File: src/rtl/core/isfc_pkg.sv
package isfc_pkg;

  typedef enum logic [1:0] {
    WB8,
    WB12,
    WB16
  } wbits_e;

  typedef enum logic [1:0] {
    KIND_PACKED,
    KIND_CS16,
    KIND_CF32
  } kind_e;

  // decoded format: ok is low for the undefined codes
  typedef struct packed {
    logic   ok;
    wbits_e wb;
    logic   two;
    kind_e  kind;
  } mode_t;

  localparam int unsigned ModeW   = 4;
  localparam int unsigned CfgIdxW = 2;
  localparam logic [CfgIdxW-1:0] REG_FORMAT_MODE = 2'd0;
  localparam logic [CfgIdxW-1:0] REG_DIRECTION   = 2'd1;

  // format register codes
  localparam logic [ModeW-1:0] FMT_CS8_1W16  = 4'd0;
  localparam logic [ModeW-1:0] FMT_CS16_1W16 = 4'd1;
  localparam logic [ModeW-1:0] FMT_CF32_1W16 = 4'd2;
  localparam logic [ModeW-1:0] FMT_CS12_1W24 = 4'd3;
  localparam logic [ModeW-1:0] FMT_CS16_1W24 = 4'd4;
  localparam logic [ModeW-1:0] FMT_CF32_1W24 = 4'd5;
  localparam logic [ModeW-1:0] FMT_CS16_1W32 = 4'd6;
  localparam logic [ModeW-1:0] FMT_CS12_2W48 = 4'd7;
  localparam logic [ModeW-1:0] FMT_CS16_2W48 = 4'd8;
  localparam logic [ModeW-1:0] FMT_CF32_2W48 = 4'd9;
  localparam logic [ModeW-1:0] FMT_CS16_2W64 = 4'd10;
  localparam logic [ModeW-1:0] FMT_CF32_2W64 = 4'd11;

  localparam logic [7:0] NibHiMask = 8'hf0;
  localparam logic [16:0] LimWide  = 17'd32768;  // 1 << 15
  localparam logic [16:0] LimNarrow = 17'd128;   // 1 << 7

  function automatic mode_t decode_mode(input logic [ModeW-1:0] m);
    mode_t r;
    r = '{ok: 1'b1, wb: WB8, two: 1'b0, kind: KIND_PACKED};
    case (m)
      FMT_CS8_1W16:  r = '{ok: 1'b1, wb: WB8,  two: 1'b0, kind: KIND_PACKED};
      FMT_CS16_1W16: r = '{ok: 1'b1, wb: WB8,  two: 1'b0, kind: KIND_CS16};
      FMT_CF32_1W16: r = '{ok: 1'b1, wb: WB8,  two: 1'b0, kind: KIND_CF32};
      FMT_CS12_1W24: r = '{ok: 1'b1, wb: WB12, two: 1'b0, kind: KIND_PACKED};
      FMT_CS16_1W24: r = '{ok: 1'b1, wb: WB12, two: 1'b0, kind: KIND_CS16};
      FMT_CF32_1W24: r = '{ok: 1'b1, wb: WB12, two: 1'b0, kind: KIND_CF32};
      FMT_CS16_1W32: r = '{ok: 1'b1, wb: WB16, two: 1'b0, kind: KIND_CS16};
      FMT_CS12_2W48: r = '{ok: 1'b1, wb: WB12, two: 1'b1, kind: KIND_PACKED};
      FMT_CS16_2W48: r = '{ok: 1'b1, wb: WB12, two: 1'b1, kind: KIND_CS16};
      FMT_CF32_2W48: r = '{ok: 1'b1, wb: WB12, two: 1'b1, kind: KIND_CF32};
      FMT_CS16_2W64: r = '{ok: 1'b1, wb: WB16, two: 1'b1, kind: KIND_CS16};
      FMT_CF32_2W64: r = '{ok: 1'b1, wb: WB16, two: 1'b1, kind: KIND_CF32};
      default: r = '{ok: 1'b0, wb: WB8, two: 1'b0, kind: KIND_PACKED};
    endcase
    return r;
  endfunction

endpackage

File: src/rtl/core/isfc_lane.sv
// one I or Q component: int to float and float to saturated int, two stages
module isfc_lane (
  input  logic        clk_i,
  input  logic        en_a_i,
  input  logic        en_b_i,
  input  logic        narrow_i,
  input  logic        cf32_i,
  input  logic [15:0] comp_i,
  input  logic [31:0] host_i,
  output logic [31:0] host_word_o,
  output logic [15:0] wire_comp_o,
  output logic        clip_o
);

  // stage a decode
  logic        sgn_d;
  logic [15:0] mag_d;
  logic [7:0]  fexp;
  logic [9:0]  sh;
  logic        nan_d, big_d, zero_d;

  always_comb begin
    sgn_d  = comp_i[15];
    mag_d  = comp_i[15] ? (16'd0 - comp_i) : comp_i;
    fexp   = host_i[30:23];
    sh     = {2'b00, fexp} + (narrow_i ? 10'd7 : 10'd15) - 10'd127;
    nan_d  = (fexp == 8'hff) && (host_i[22:0] != 23'd0);
    zero_d = (fexp == 8'd0) || sh[9];
    big_d  = !zero_d && (sh > 10'd16);
  end

  logic        sgn_q, fsgn_q, nan_q, big_q, zero_q, narrow_q, cf32_q;
  logic [15:0] mag_q, comp_q, hlo_q;
  logic [23:0] mant_q;
  logic [4:0]  shamt_q;

  always_ff @(posedge clk_i) begin
    if (en_a_i) begin
      sgn_q    <= sgn_d;
      mag_q    <= mag_d;
      comp_q   <= comp_i;
      hlo_q    <= host_i[15:0];
      fsgn_q   <= host_i[31];
      nan_q    <= nan_d;
      big_q    <= big_d;
      zero_q   <= zero_d;
      mant_q   <= {1'b1, host_i[22:0]};
      shamt_q  <= sh[4:0];
      narrow_q <= narrow_i;
      cf32_q   <= cf32_i;
    end
  end

  // stage b: normalize and saturate
  logic [3:0]  lead;
  logic [15:0] norm;
  logic [7:0]  iexp;
  logic [31:0] fword;
  logic [23:0] tval;
  logic [16:0] lim, tmag;
  logic [15:0] ival, wcomp;
  logic        sat;

  always_comb begin
    lead = 4'd0;
    for (int k = 0; k < 16; k++) begin
      if (mag_q[k]) lead = 4'(k);
    end
    norm  = mag_q << (4'd15 - lead);
    iexp  = {4'd0, lead} + (narrow_q ? 8'd120 : 8'd112);
    fword = (mag_q == 16'd0) ? 32'd0 : {sgn_q, iexp, norm[14:0], 8'd0};

    tval = zero_q ? 24'd0 : (mant_q >> (5'd23 - shamt_q));
    tmag = tval[16:0];
    lim  = narrow_q ? isfc_pkg::LimNarrow : isfc_pkg::LimWide;
    sat  = 1'b0;
    if (nan_q) begin
      ival = 16'd0;
      sat  = 1'b1;
    end else if (!fsgn_q) begin
      if (big_q || tmag >= lim) begin
        ival = 16'(lim - 17'd1);
        sat  = 1'b1;
      end else begin
        ival = tmag[15:0];
      end
    end else begin
      if (big_q || tmag > lim) begin
        ival = 16'(17'd0 - lim);
        sat  = 1'b1;
      end else begin
        ival = 16'(17'd0 - tmag);
      end
    end
    wcomp = cf32_q ? ival : hlo_q;
    if (narrow_q) wcomp = {8'd0, wcomp[7:0]};
  end

  always_ff @(posedge clk_i) begin
    if (en_b_i) begin
      host_word_o <= cf32_q ? fword : {16'd0, comp_q};
      wire_comp_o <= wcomp;
      clip_o      <= cf32_q & sat;
    end
  end

endmodule

File: src/rtl/core/iq_sample_format_converter_core.sv
// channel | dir | signals                                 | beat
// in      | in  | in_valid_i, in_stall_o, wire/host/last  | one frame
// out     | out | out_valid_o, out_stall_i, wire/host/... | one frame
// cfg     | in  | cfg_we_i, cfg_idx_i, cfg_wdata_i         | one register
//
// one frame per cycle sustained while out_stall_i is low; a beat passes four
// register stages before out_valid_o rises
// stages: input regs, component decode, normalize/saturate, pack into output regs
// each stage loads when empty or when the next stage moves, so bubbles collapse
// and the input keeps taking beats under out_stall_i until all four stages hold one
// rst_ni clears valid bits and the config registers (mode 0, wire to host)
module iq_sample_format_converter_core (
  input  logic                          clk_i,
  input  logic                          rst_ni,
  input  logic                          cfg_we_i,
  input  logic [isfc_pkg::CfgIdxW-1:0]  cfg_idx_i,
  input  logic [isfc_pkg::ModeW-1:0]    cfg_wdata_i,
  input  logic                          in_valid_i,
  output logic                          in_stall_o,
  input  logic [63:0]                   wire_in_i,
  input  logic [31:0]                   host_a_i_in_i,
  input  logic [31:0]                   host_a_q_in_i,
  input  logic [31:0]                   host_b_i_in_i,
  input  logic [31:0]                   host_b_q_in_i,
  input  logic                          frame_last_i,
  output logic                          out_valid_o,
  input  logic                          out_stall_i,
  output logic [63:0]                   wire_out_o,
  output logic [31:0]                   host_a_i_out_o,
  output logic [31:0]                   host_a_q_out_o,
  output logic [31:0]                   host_b_i_out_o,
  output logic [31:0]                   host_b_q_out_o,
  output logic                          clipped_o,
  output logic                          last_out_o
);

  // config registers
  logic [isfc_pkg::ModeW-1:0] format_mode_q;
  logic                       direction_q;

  always_ff @(posedge clk_i or negedge rst_ni) begin
    if (!rst_ni) begin
      format_mode_q <= '0;
      direction_q   <= 1'b0;
    end else if (cfg_we_i) begin
      if (cfg_idx_i == isfc_pkg::REG_FORMAT_MODE) format_mode_q <= cfg_wdata_i;
      if (cfg_idx_i == isfc_pkg::REG_DIRECTION)   direction_q   <= cfg_wdata_i[0];
    end
  end

  // valid chain and per-stage advance
  logic v1_q, v2_q, v3_q, v4_q;
  logic adv1, adv2, adv3, adv4;

  assign adv4 = !v4_q || !out_stall_i;
  assign adv3 = !v3_q || adv4;
  assign adv2 = !v2_q || adv3;
  assign adv1 = !v1_q || adv2;
  assign in_stall_o  = !adv1;
  assign out_valid_o = v4_q;

  always_ff @(posedge clk_i or negedge rst_ni) begin
    if (!rst_ni) begin
      v1_q <= 1'b0;
      v2_q <= 1'b0;
      v3_q <= 1'b0;
      v4_q <= 1'b0;
    end else begin
      if (adv1) v1_q <= in_valid_i;
      if (adv2) v2_q <= v1_q;
      if (adv3) v3_q <= v2_q;
      if (adv4) v4_q <= v3_q;
    end
  end

  // stage 1: input capture with the decoded mode
  isfc_pkg::mode_t md1_q, md2_q, md3_q;
  logic        dir1_q, dir2_q, dir3_q;
  logic        last1_q, last2_q, last3_q;
  logic [63:0] wire1_q;
  logic [31:0] ha_i1_q, ha_q1_q, hb_i1_q, hb_q1_q;

  always_ff @(posedge clk_i) begin
    if (adv1) begin
      md1_q   <= isfc_pkg::decode_mode(format_mode_q);
      dir1_q  <= direction_q;
      last1_q <= frame_last_i;
      wire1_q <= wire_in_i;
      ha_i1_q <= host_a_i_in_i;
      ha_q1_q <= host_a_q_in_i;
      hb_i1_q <= host_b_i_in_i;
      hb_q1_q <= host_b_q_in_i;
    end
  end

  // split the wire word into channel slots and components
  logic [31:0] w0, w1;
  logic [15:0] c0i, c0q, c1i, c1q;
  logic [23:0] pk1_d0, pk1_d1;
  logic        narrow1, cf32_1;

  function automatic logic [31:0] comps(input logic [31:0] w, input isfc_pkg::wbits_e wb);
    logic [15:0] ci, cq;
    case (wb)
      isfc_pkg::WB8: begin
        ci = {{8{w[7]}}, w[7:0]};
        cq = {{8{w[15]}}, w[15:8]};
      end
      isfc_pkg::WB12: begin
        ci = {w[11:8], w[7:0], 4'd0};
        cq = {w[23:16], w[15:12], 4'd0};
      end
      default: begin
        ci = w[15:0];
        cq = w[31:16];
      end
    endcase
    return {cq, ci};
  endfunction

  always_comb begin
    case (md1_q.wb)
      isfc_pkg::WB8:  w0 = {16'd0, wire1_q[15:0]};
      isfc_pkg::WB12: w0 = {8'd0, wire1_q[23:0]};
      default:        w0 = wire1_q[31:0];
    endcase
    w1 = (md1_q.wb == isfc_pkg::WB12) ? {8'd0, wire1_q[47:24]} : wire1_q[63:32];
    {c0q, c0i} = comps(w0, md1_q.wb);
    {c1q, c1i} = comps(w1, md1_q.wb);
    narrow1 = (md1_q.wb == isfc_pkg::WB8);
    cf32_1  = (md1_q.kind == isfc_pkg::KIND_CF32);
    // packed frames pass through as bytes
    if (!dir1_q) begin
      pk1_d0 = w0[23:0];
      pk1_d1 = w1[23:0];
    end else begin
      pk1_d0 = narrow1 ? {8'd0, ha_i1_q[15:0]} : ha_i1_q[23:0];
      pk1_d1 = narrow1 ? {8'd0, hb_i1_q[15:0]} : hb_i1_q[23:0];
    end
  end

  // stages 2 and 3: control and packed bytes ride alongside the lanes
  logic [23:0] pk0_2_q, pk1_2_q, pk0_3_q, pk1_3_q;

  always_ff @(posedge clk_i) begin
    if (adv2) begin
      md2_q   <= md1_q;
      dir2_q  <= dir1_q;
      last2_q <= last1_q;
      pk0_2_q <= pk1_d0;
      pk1_2_q <= pk1_d1;
    end
    if (adv3) begin
      md3_q   <= md2_q;
      dir3_q  <= dir2_q;
      last3_q <= last2_q;
      pk0_3_q <= pk0_2_q;
      pk1_3_q <= pk1_2_q;
    end
  end

  logic [31:0] hw0, hw1, hw2, hw3;
  logic [15:0] wc0, wc1, wc2, wc3;
  logic        cl0, cl1, cl2, cl3;

  isfc_lane u_lane_ai (
    .clk_i, .en_a_i(adv2), .en_b_i(adv3), .narrow_i(narrow1), .cf32_i(cf32_1),
    .comp_i(c0i), .host_i(ha_i1_q), .host_word_o(hw0), .wire_comp_o(wc0), .clip_o(cl0)
  );
  isfc_lane u_lane_aq (
    .clk_i, .en_a_i(adv2), .en_b_i(adv3), .narrow_i(narrow1), .cf32_i(cf32_1),
    .comp_i(c0q), .host_i(ha_q1_q), .host_word_o(hw1), .wire_comp_o(wc1), .clip_o(cl1)
  );
  isfc_lane u_lane_bi (
    .clk_i, .en_a_i(adv2), .en_b_i(adv3), .narrow_i(narrow1), .cf32_i(cf32_1),
    .comp_i(c1i), .host_i(hb_i1_q), .host_word_o(hw2), .wire_comp_o(wc2), .clip_o(cl2)
  );
  isfc_lane u_lane_bq (
    .clk_i, .en_a_i(adv2), .en_b_i(adv3), .narrow_i(narrow1), .cf32_i(cf32_1),
    .comp_i(c1q), .host_i(hb_q1_q), .host_word_o(hw3), .wire_comp_o(wc3), .clip_o(cl3)
  );

  // stage 4: assemble the frame into the output registers
  function automatic logic [31:0] pack_ch(input logic [15:0] ci, input logic [15:0] cq,
                                          input isfc_pkg::wbits_e wb);
    logic [31:0] r;
    case (wb)
      isfc_pkg::WB8:  r = {16'd0, cq[7:0], ci[7:0]};
      isfc_pkg::WB12: r = {8'd0, cq[15:8], (cq[7:0] & isfc_pkg::NibHiMask) | {4'd0, ci[15:12]},
                           ci[11:4]};
      default:        r = {cq, ci};
    endcase
    return r;
  endfunction

  logic [63:0] wire_d;
  logic [31:0] hai_d, haq_d, hbi_d, hbq_d, ch0, ch1;
  logic        clip_d, packed3;

  always_comb begin
    wire_d  = '0;
    hai_d   = '0;
    haq_d   = '0;
    hbi_d   = '0;
    hbq_d   = '0;
    clip_d  = 1'b0;
    packed3 = (md3_q.kind == isfc_pkg::KIND_PACKED);
    ch0 = packed3 ? {8'd0, pk0_3_q} : pack_ch(wc0, wc1, md3_q.wb);
    ch1 = packed3 ? {8'd0, pk1_3_q} : pack_ch(wc2, wc3, md3_q.wb);
    if (md3_q.ok) begin
      if (!dir3_q) begin
        hai_d = packed3 ? {8'd0, pk0_3_q} : hw0;
        haq_d = packed3 ? 32'd0 : hw1;
        if (md3_q.two) begin
          hbi_d = packed3 ? {8'd0, pk1_3_q} : hw2;
          hbq_d = packed3 ? 32'd0 : hw3;
        end
      end else begin
        clip_d = !packed3 && (cl0 || cl1 || (md3_q.two && (cl2 || cl3)));
        case (md3_q.wb)
          isfc_pkg::WB8:  wire_d = {48'd0, ch0[15:0]};
          isfc_pkg::WB12: wire_d = md3_q.two ? {16'd0, ch1[23:0], ch0[23:0]}
                                             : {40'd0, ch0[23:0]};
          default:        wire_d = md3_q.two ? {ch1, ch0} : {32'd0, ch0};
        endcase
      end
    end
  end

  always_ff @(posedge clk_i) begin
    if (adv4) begin
      wire_out_o     <= wire_d;
      host_a_i_out_o <= hai_d;
      host_a_q_out_o <= haq_d;
      host_b_i_out_o <= hbi_d;
      host_b_q_out_o <= hbq_d;
      clipped_o      <= clip_d;
      last_out_o     <= last3_q;
    end
  end

  // the input only stalls when every stage holds a frame
  a_stall_full: assert property (@(posedge clk_i) disable iff (!rst_ni)
    in_stall_o |-> (v1_q && v2_q && v3_q && v4_q))
    else $error("input stalled with a free pipeline stage");

  // a held frame in stage one is not dropped
  a_hold_s1: assert property (@(posedge clk_i) disable iff (!rst_ni)
    (v1_q && !adv2) |=> v1_q)
    else $error("stage one frame lost while blocked");

  // clipping only on the host to wire path, where host words are zero
  a_clip_dir: assert property (@(posedge clk_i) disable iff (!rst_ni)
    (out_valid_o && clipped_o) |-> (host_a_i_out_o == 32'd0 && host_b_i_out_o == 32'd0))
    else $error("clipped set on a wire to host frame");

  // wire and host outputs are never both populated
  a_one_side: assert property (@(posedge clk_i) disable iff (!rst_ni)
    (out_valid_o && wire_out_o != 64'd0) |-> (host_a_i_out_o == 32'd0 &&
      host_a_q_out_o == 32'd0 && host_b_i_out_o == 32'd0 && host_b_q_out_o == 32'd0))
    else $error("wire and host outputs both driven");

endmodule

File: config.mk
export PLATFORM = sky130hd
export DESIGN_NAME = iq_sample_format_converter_core
export DESIGN_NICKNAME = d
export VERILOG_FILES = /design/src/rtl/core/isfc_pkg.sv /design/src/rtl/core/isfc_lane.sv /design/src/rtl/core/iq_sample_format_converter_core.sv
export SDC_FILE = /design/constraint.sdc
export NUM_CORES = 2
export LEC_CHECK = 0
export BUFFER_PORTS_ARGS = -buffer_cell sky130_fd_sc_hd__buf_4
export CAP_MARGIN = 20
export CORE_AREA = 5 5 308 310
export DETAILED_ROUTE_END_ITERATION = 8
export DIE_AREA = 0 0 313 315
export PLACE_DENSITY = 0.71
export SLEW_MARGIN = 20
export SYNTH_ARGS = -nofsm -noshare
export SYNTH_HDL_FRONTEND = slang
export SYNTH_HIERARCHICAL = 1
export SYNTH_SLANG_ARGS = --single-unit
File: constraint.sdc
create_clock -name clk_i -period 16.9 [get_ports clk_i]
set_input_delay 2.535 -clock clk_i [delete_from_list [all_inputs] [get_ports clk_i]]
set_output_delay 2.535 -clock clk_i [all_outputs]
set_load 0.01 [all_outputs]
==> impl_results.md <==
* Average wire per standard cell at ~27 um
* Total track usage at 0.302
* Drt first-iter violations at around 4300
* CP Capture Type: output pin
* Vias in the first global route at 34800
* Multi-input gate area at between 15000 and 20000 um2
* Fill count at 7176
* Reg-to-reg slack, setup at 10990 ps
* Max Freq at 157 MHz
* Worst hold path class: reg2reg
* Final Slew Violations at 0
* GRT overflow at 0
* Peak supply drop at 98.0 uV
* RSZ-0062 raised after global routing: no
* Crit-path cells: buf_4, and3_1, nand3_4, inv_1, buf_4
* Syn-to-layout area delta at 14.1%
* Die Ht at 315 um
* First-pass GRT wire length at approximately 230000 um
* Initial core utilization at 0.546
* Final WL at approximately 150000 um
* TritonCTS Buffers at 98
* Slowest-stage cell, CP: nand3_4
* Num ports at 400
* Post-CTS resize count at 0
* Worst R2R End: u_lane_bq/wire_comp_o[10]$_SDFFCE_PP0P_
* WHS Endpoint: pk1_3_q[4]$_DFFE_PP_
* Setup TNS Final at 0 ps
* Max-slew headroom at 0.249
* Largest net degree at the start of global routing at 166
* Final hold violations at 0
* Post-synth EDFFs at 954
* Max Cap Violations at 0
* RR Startpoint: u_lane_bq/shamt_q[2]$_DFFE_PP_
* Setup WS pre-CTS at 10360 ps
* Register area share after synthesis at 0.579
* Register area at between 20000 and 30000 um2
* Crit path required time at 14370 ps
* Hold path start: pk1_2_q[4]$_DFFE_PP_
* Vias/cell at 6.47
* Endpoints failing setup at 0
* Yosys reg bits at ~960
* Final nets at about 4700
* DRT antenna net count at 0
* Worst slew pin tran at between 1000 and 1500 ps
* Largest fanout on the critical path at 38
* TritonCTS clock tree: built
* Core area at 91400 um2
* Sink Count at 963
* Ys Warns at 6
* Min setup slack post-route at 10530 ps
* Primary flip-flop cell chosen by synthesis mapping: edfxtp_1
* Port Buf Inserts at 399
* Die X at 313 um
* Clock Skew at 38.6 ps
* Status: completed
* Initial antenna violation count at 2
* Worst Hold Path Cells at 0
* Post-Synthesis Cells at 4135
* Startpoint Class: input port
* Initial DRT Pass Iterations at 8
* Mean area per synthesized cell at 12.1 um2
* # H-tree levels at 3
* CTS Root Cell: clkbuf_16
* Syn_nets at approximately 4400
* Worst-skew pair later-pin latency at 700 ps
* Asr flop ratio synth at 0.00935
* Clk slew on worst S/H paths at 60 ps
* DRC violations left at 0
* Critical Path AT at 3840 ps
* Most used cell, CP: buf_4
* Postcts setup bufs at 0
* Synth Cell Area at 49900 um2
* Tot Pwr at 9.66 mW
* Power Density at 170 nW/um2
* Final core utilization at 0.623
* DR vias at around 37000
* Clock buffer depth at 3
* Minimum clock period at 6370 ps
* Leak Pwr at 21.4 nW
* Worst Reg-to-Reg Cells at 17
* GP Congestion at 0.980
* WS Path Type: in2out
* FP Rows at 111
* Layout cells sized above 1 at 0.187
* Post-route clock period utilization at 0.377
* Largest stage delay, worst path at 490 ps
* Hpwl dp at 114000 um
* Hold_buf cts at 0
* Die area at ~99000 um2
* Synth cell types at 99
[cells in the final DEF, fill, tap and decap left out, drive strengths merged, types with 100 or more instances in the layout]
master / n
clkbuf: 110
and2: 116
a21oi: 225
inv: 100
nor2: 285
mux2i: 156
o21ai: 202
edfxtp: 954
mux2: 122
nand2: 390
buf: 458
[metal layers]
metal	vias to the layer above	track usage	share of wire
met5	-	0	0
met2	1854	0.474	0.46
met1	18100	0.425	0.41
met3	312	0.0534	0.089
li1	16700	-	-
met4	0	0.113	0.043
[cells by family after synthesis]
kind of cell,Yosys count,share of synthesized area
AO/OA/AOI/OAI,1025,0.141
XOR/XNOR,98,0.0172
adder cells (fa/ha/maj),36,0.00903
buffers and inverters,339,0.0301
flip-flops,963,0.579
multiplexers,334,0.0859
AND/OR/NAND/NOR,1340,0.138
[flip-flops by register name, summed over array words and instances, names as in the netlist, 24 cells and up]
signal	flops
u_lane_bq/host_word_o	30
pk1_2_q	24
wire1_q	64
host_b_i_out_o	32
host_b_q_out_o	32
hb_q1_q	32
host_a_q_out_o	32
pk0_2_q	24
ha_i1_q	32
hb_i1_q	32
pk0_3_q	24
pk1_3_q	24
host_a_i_out_o	32
u_lane_ai/host_word_o	30
u_lane_aq/host_word_o	30
wire_out_o	64
ha_q1_q	32
u_lane_bi/host_word_o	30
[cell usage after synthesis (19+ instances only)]
master | instances | area share
nand2_1 | 383 | 0.029
or3_1 | 33 | 0.0041
mux2_2 | 117 | 0.026
mux2i_1 | 156 | 0.031
o31ai_1 | 44 | 0.0066
nand2b_1 | 55 | 0.0069
mux4_1 | 21 | 0.011
a22oi_1 | 19 | 0.0029
and3b_1 | 22 | 0.0039
xnor2_1 | 81 | 0.014
nand3_1 | 72 | 0.0072
nor3b_1 | 24 | 0.0036
o2111ai_1 | 25 | 0.0044
nor4_1 | 57 | 0.0071
a221oi_1 | 20 | 0.0035
mux4_2 | 35 | 0.016
o2bb2ai_1 | 26 | 0.0046
ha_1 | 36 | 0.0090
edfxtp_1 | 954 | 0.57
clkbuf_1 | 127 | 0.0096
buf_2 | 75 | 0.0075
nor2b_1 | 66 | 0.0083
o21ai_0 | 188 | 0.019
nor2_1 | 283 | 0.021
and2_1 | 113 | 0.014
a22o_1 | 43 | 0.0075
inv_1 | 95 | 0.0071
o22ai_1 | 52 | 0.0065
o21a_1 | 19 | 0.0029
nand4_1 | 29 | 0.0036
o211ai_1 | 21 | 0.0032
a31oi_1 | 46 | 0.0058
o32ai_1 | 22 | 0.0039
a32o_1 | 25 | 0.0050
nor3_1 | 74 | 0.0074
a211oi_1 | 42 | 0.0063
a21oi_1 | 225 | 0.023
and3_1 | 25 | 0.0031
[worst max-delay path by stage]
stage | from | to | slack (ps) | cells past startpoint
CTS | out_stall_i | in_stall_o | 10470 | 5
global route | out_stall_i | in_stall_o | 10410 | 5
global placement | out_stall_i | u_lane_aq/shamt_q[2]$_DFFE_PP_ | 10440 | 6
detailed placement | out_stall_i | u_lane_aq/shamt_q[0]$_DFFE_PP_ | 10360 | 6
finish | out_stall_i | in_stall_o | 10530 | 5
floorplan | out_stall_i | in_stall_o | 5970 | 3
[where the power goes]
| part | total, mW | internal (mW) | switching, mW |
|---|---|---|---|
| Clock | 2.13 | 1.18 | 0.945 |
| Combinational | 3.61 | 1.36 | 2.25 |
| Sequential | 3.93 | 3.39 | 0.538 |
[critical path: cells and delay by family]
family | cells | cell delay, ps
buffers and inverters | 3 | 420
and+or+nand+nor | 2 | 870
[stage by stage]
step	cells	cell area, um2	hold slack [ps]
floorplan	4135	49900	400
global placement	5538	53800	401
detailed placement	5538	53800	405
CTS	5718	56900	419
global route	5719	56900	424
finish	5721	56900	418
[final cells by class]
type	instances	share of cell area
inverter	99	0.00666
clock inverter	70	0.0114
clock buffer	110	0.0439
tap	1186	0.0261
antenna	2	0.0000879
sequential	963	0.507
multi-input combinational	2833	0.344
timing repair buffer	458	0.0607
No activity file was read; power rests on OpenSTA's default activity.
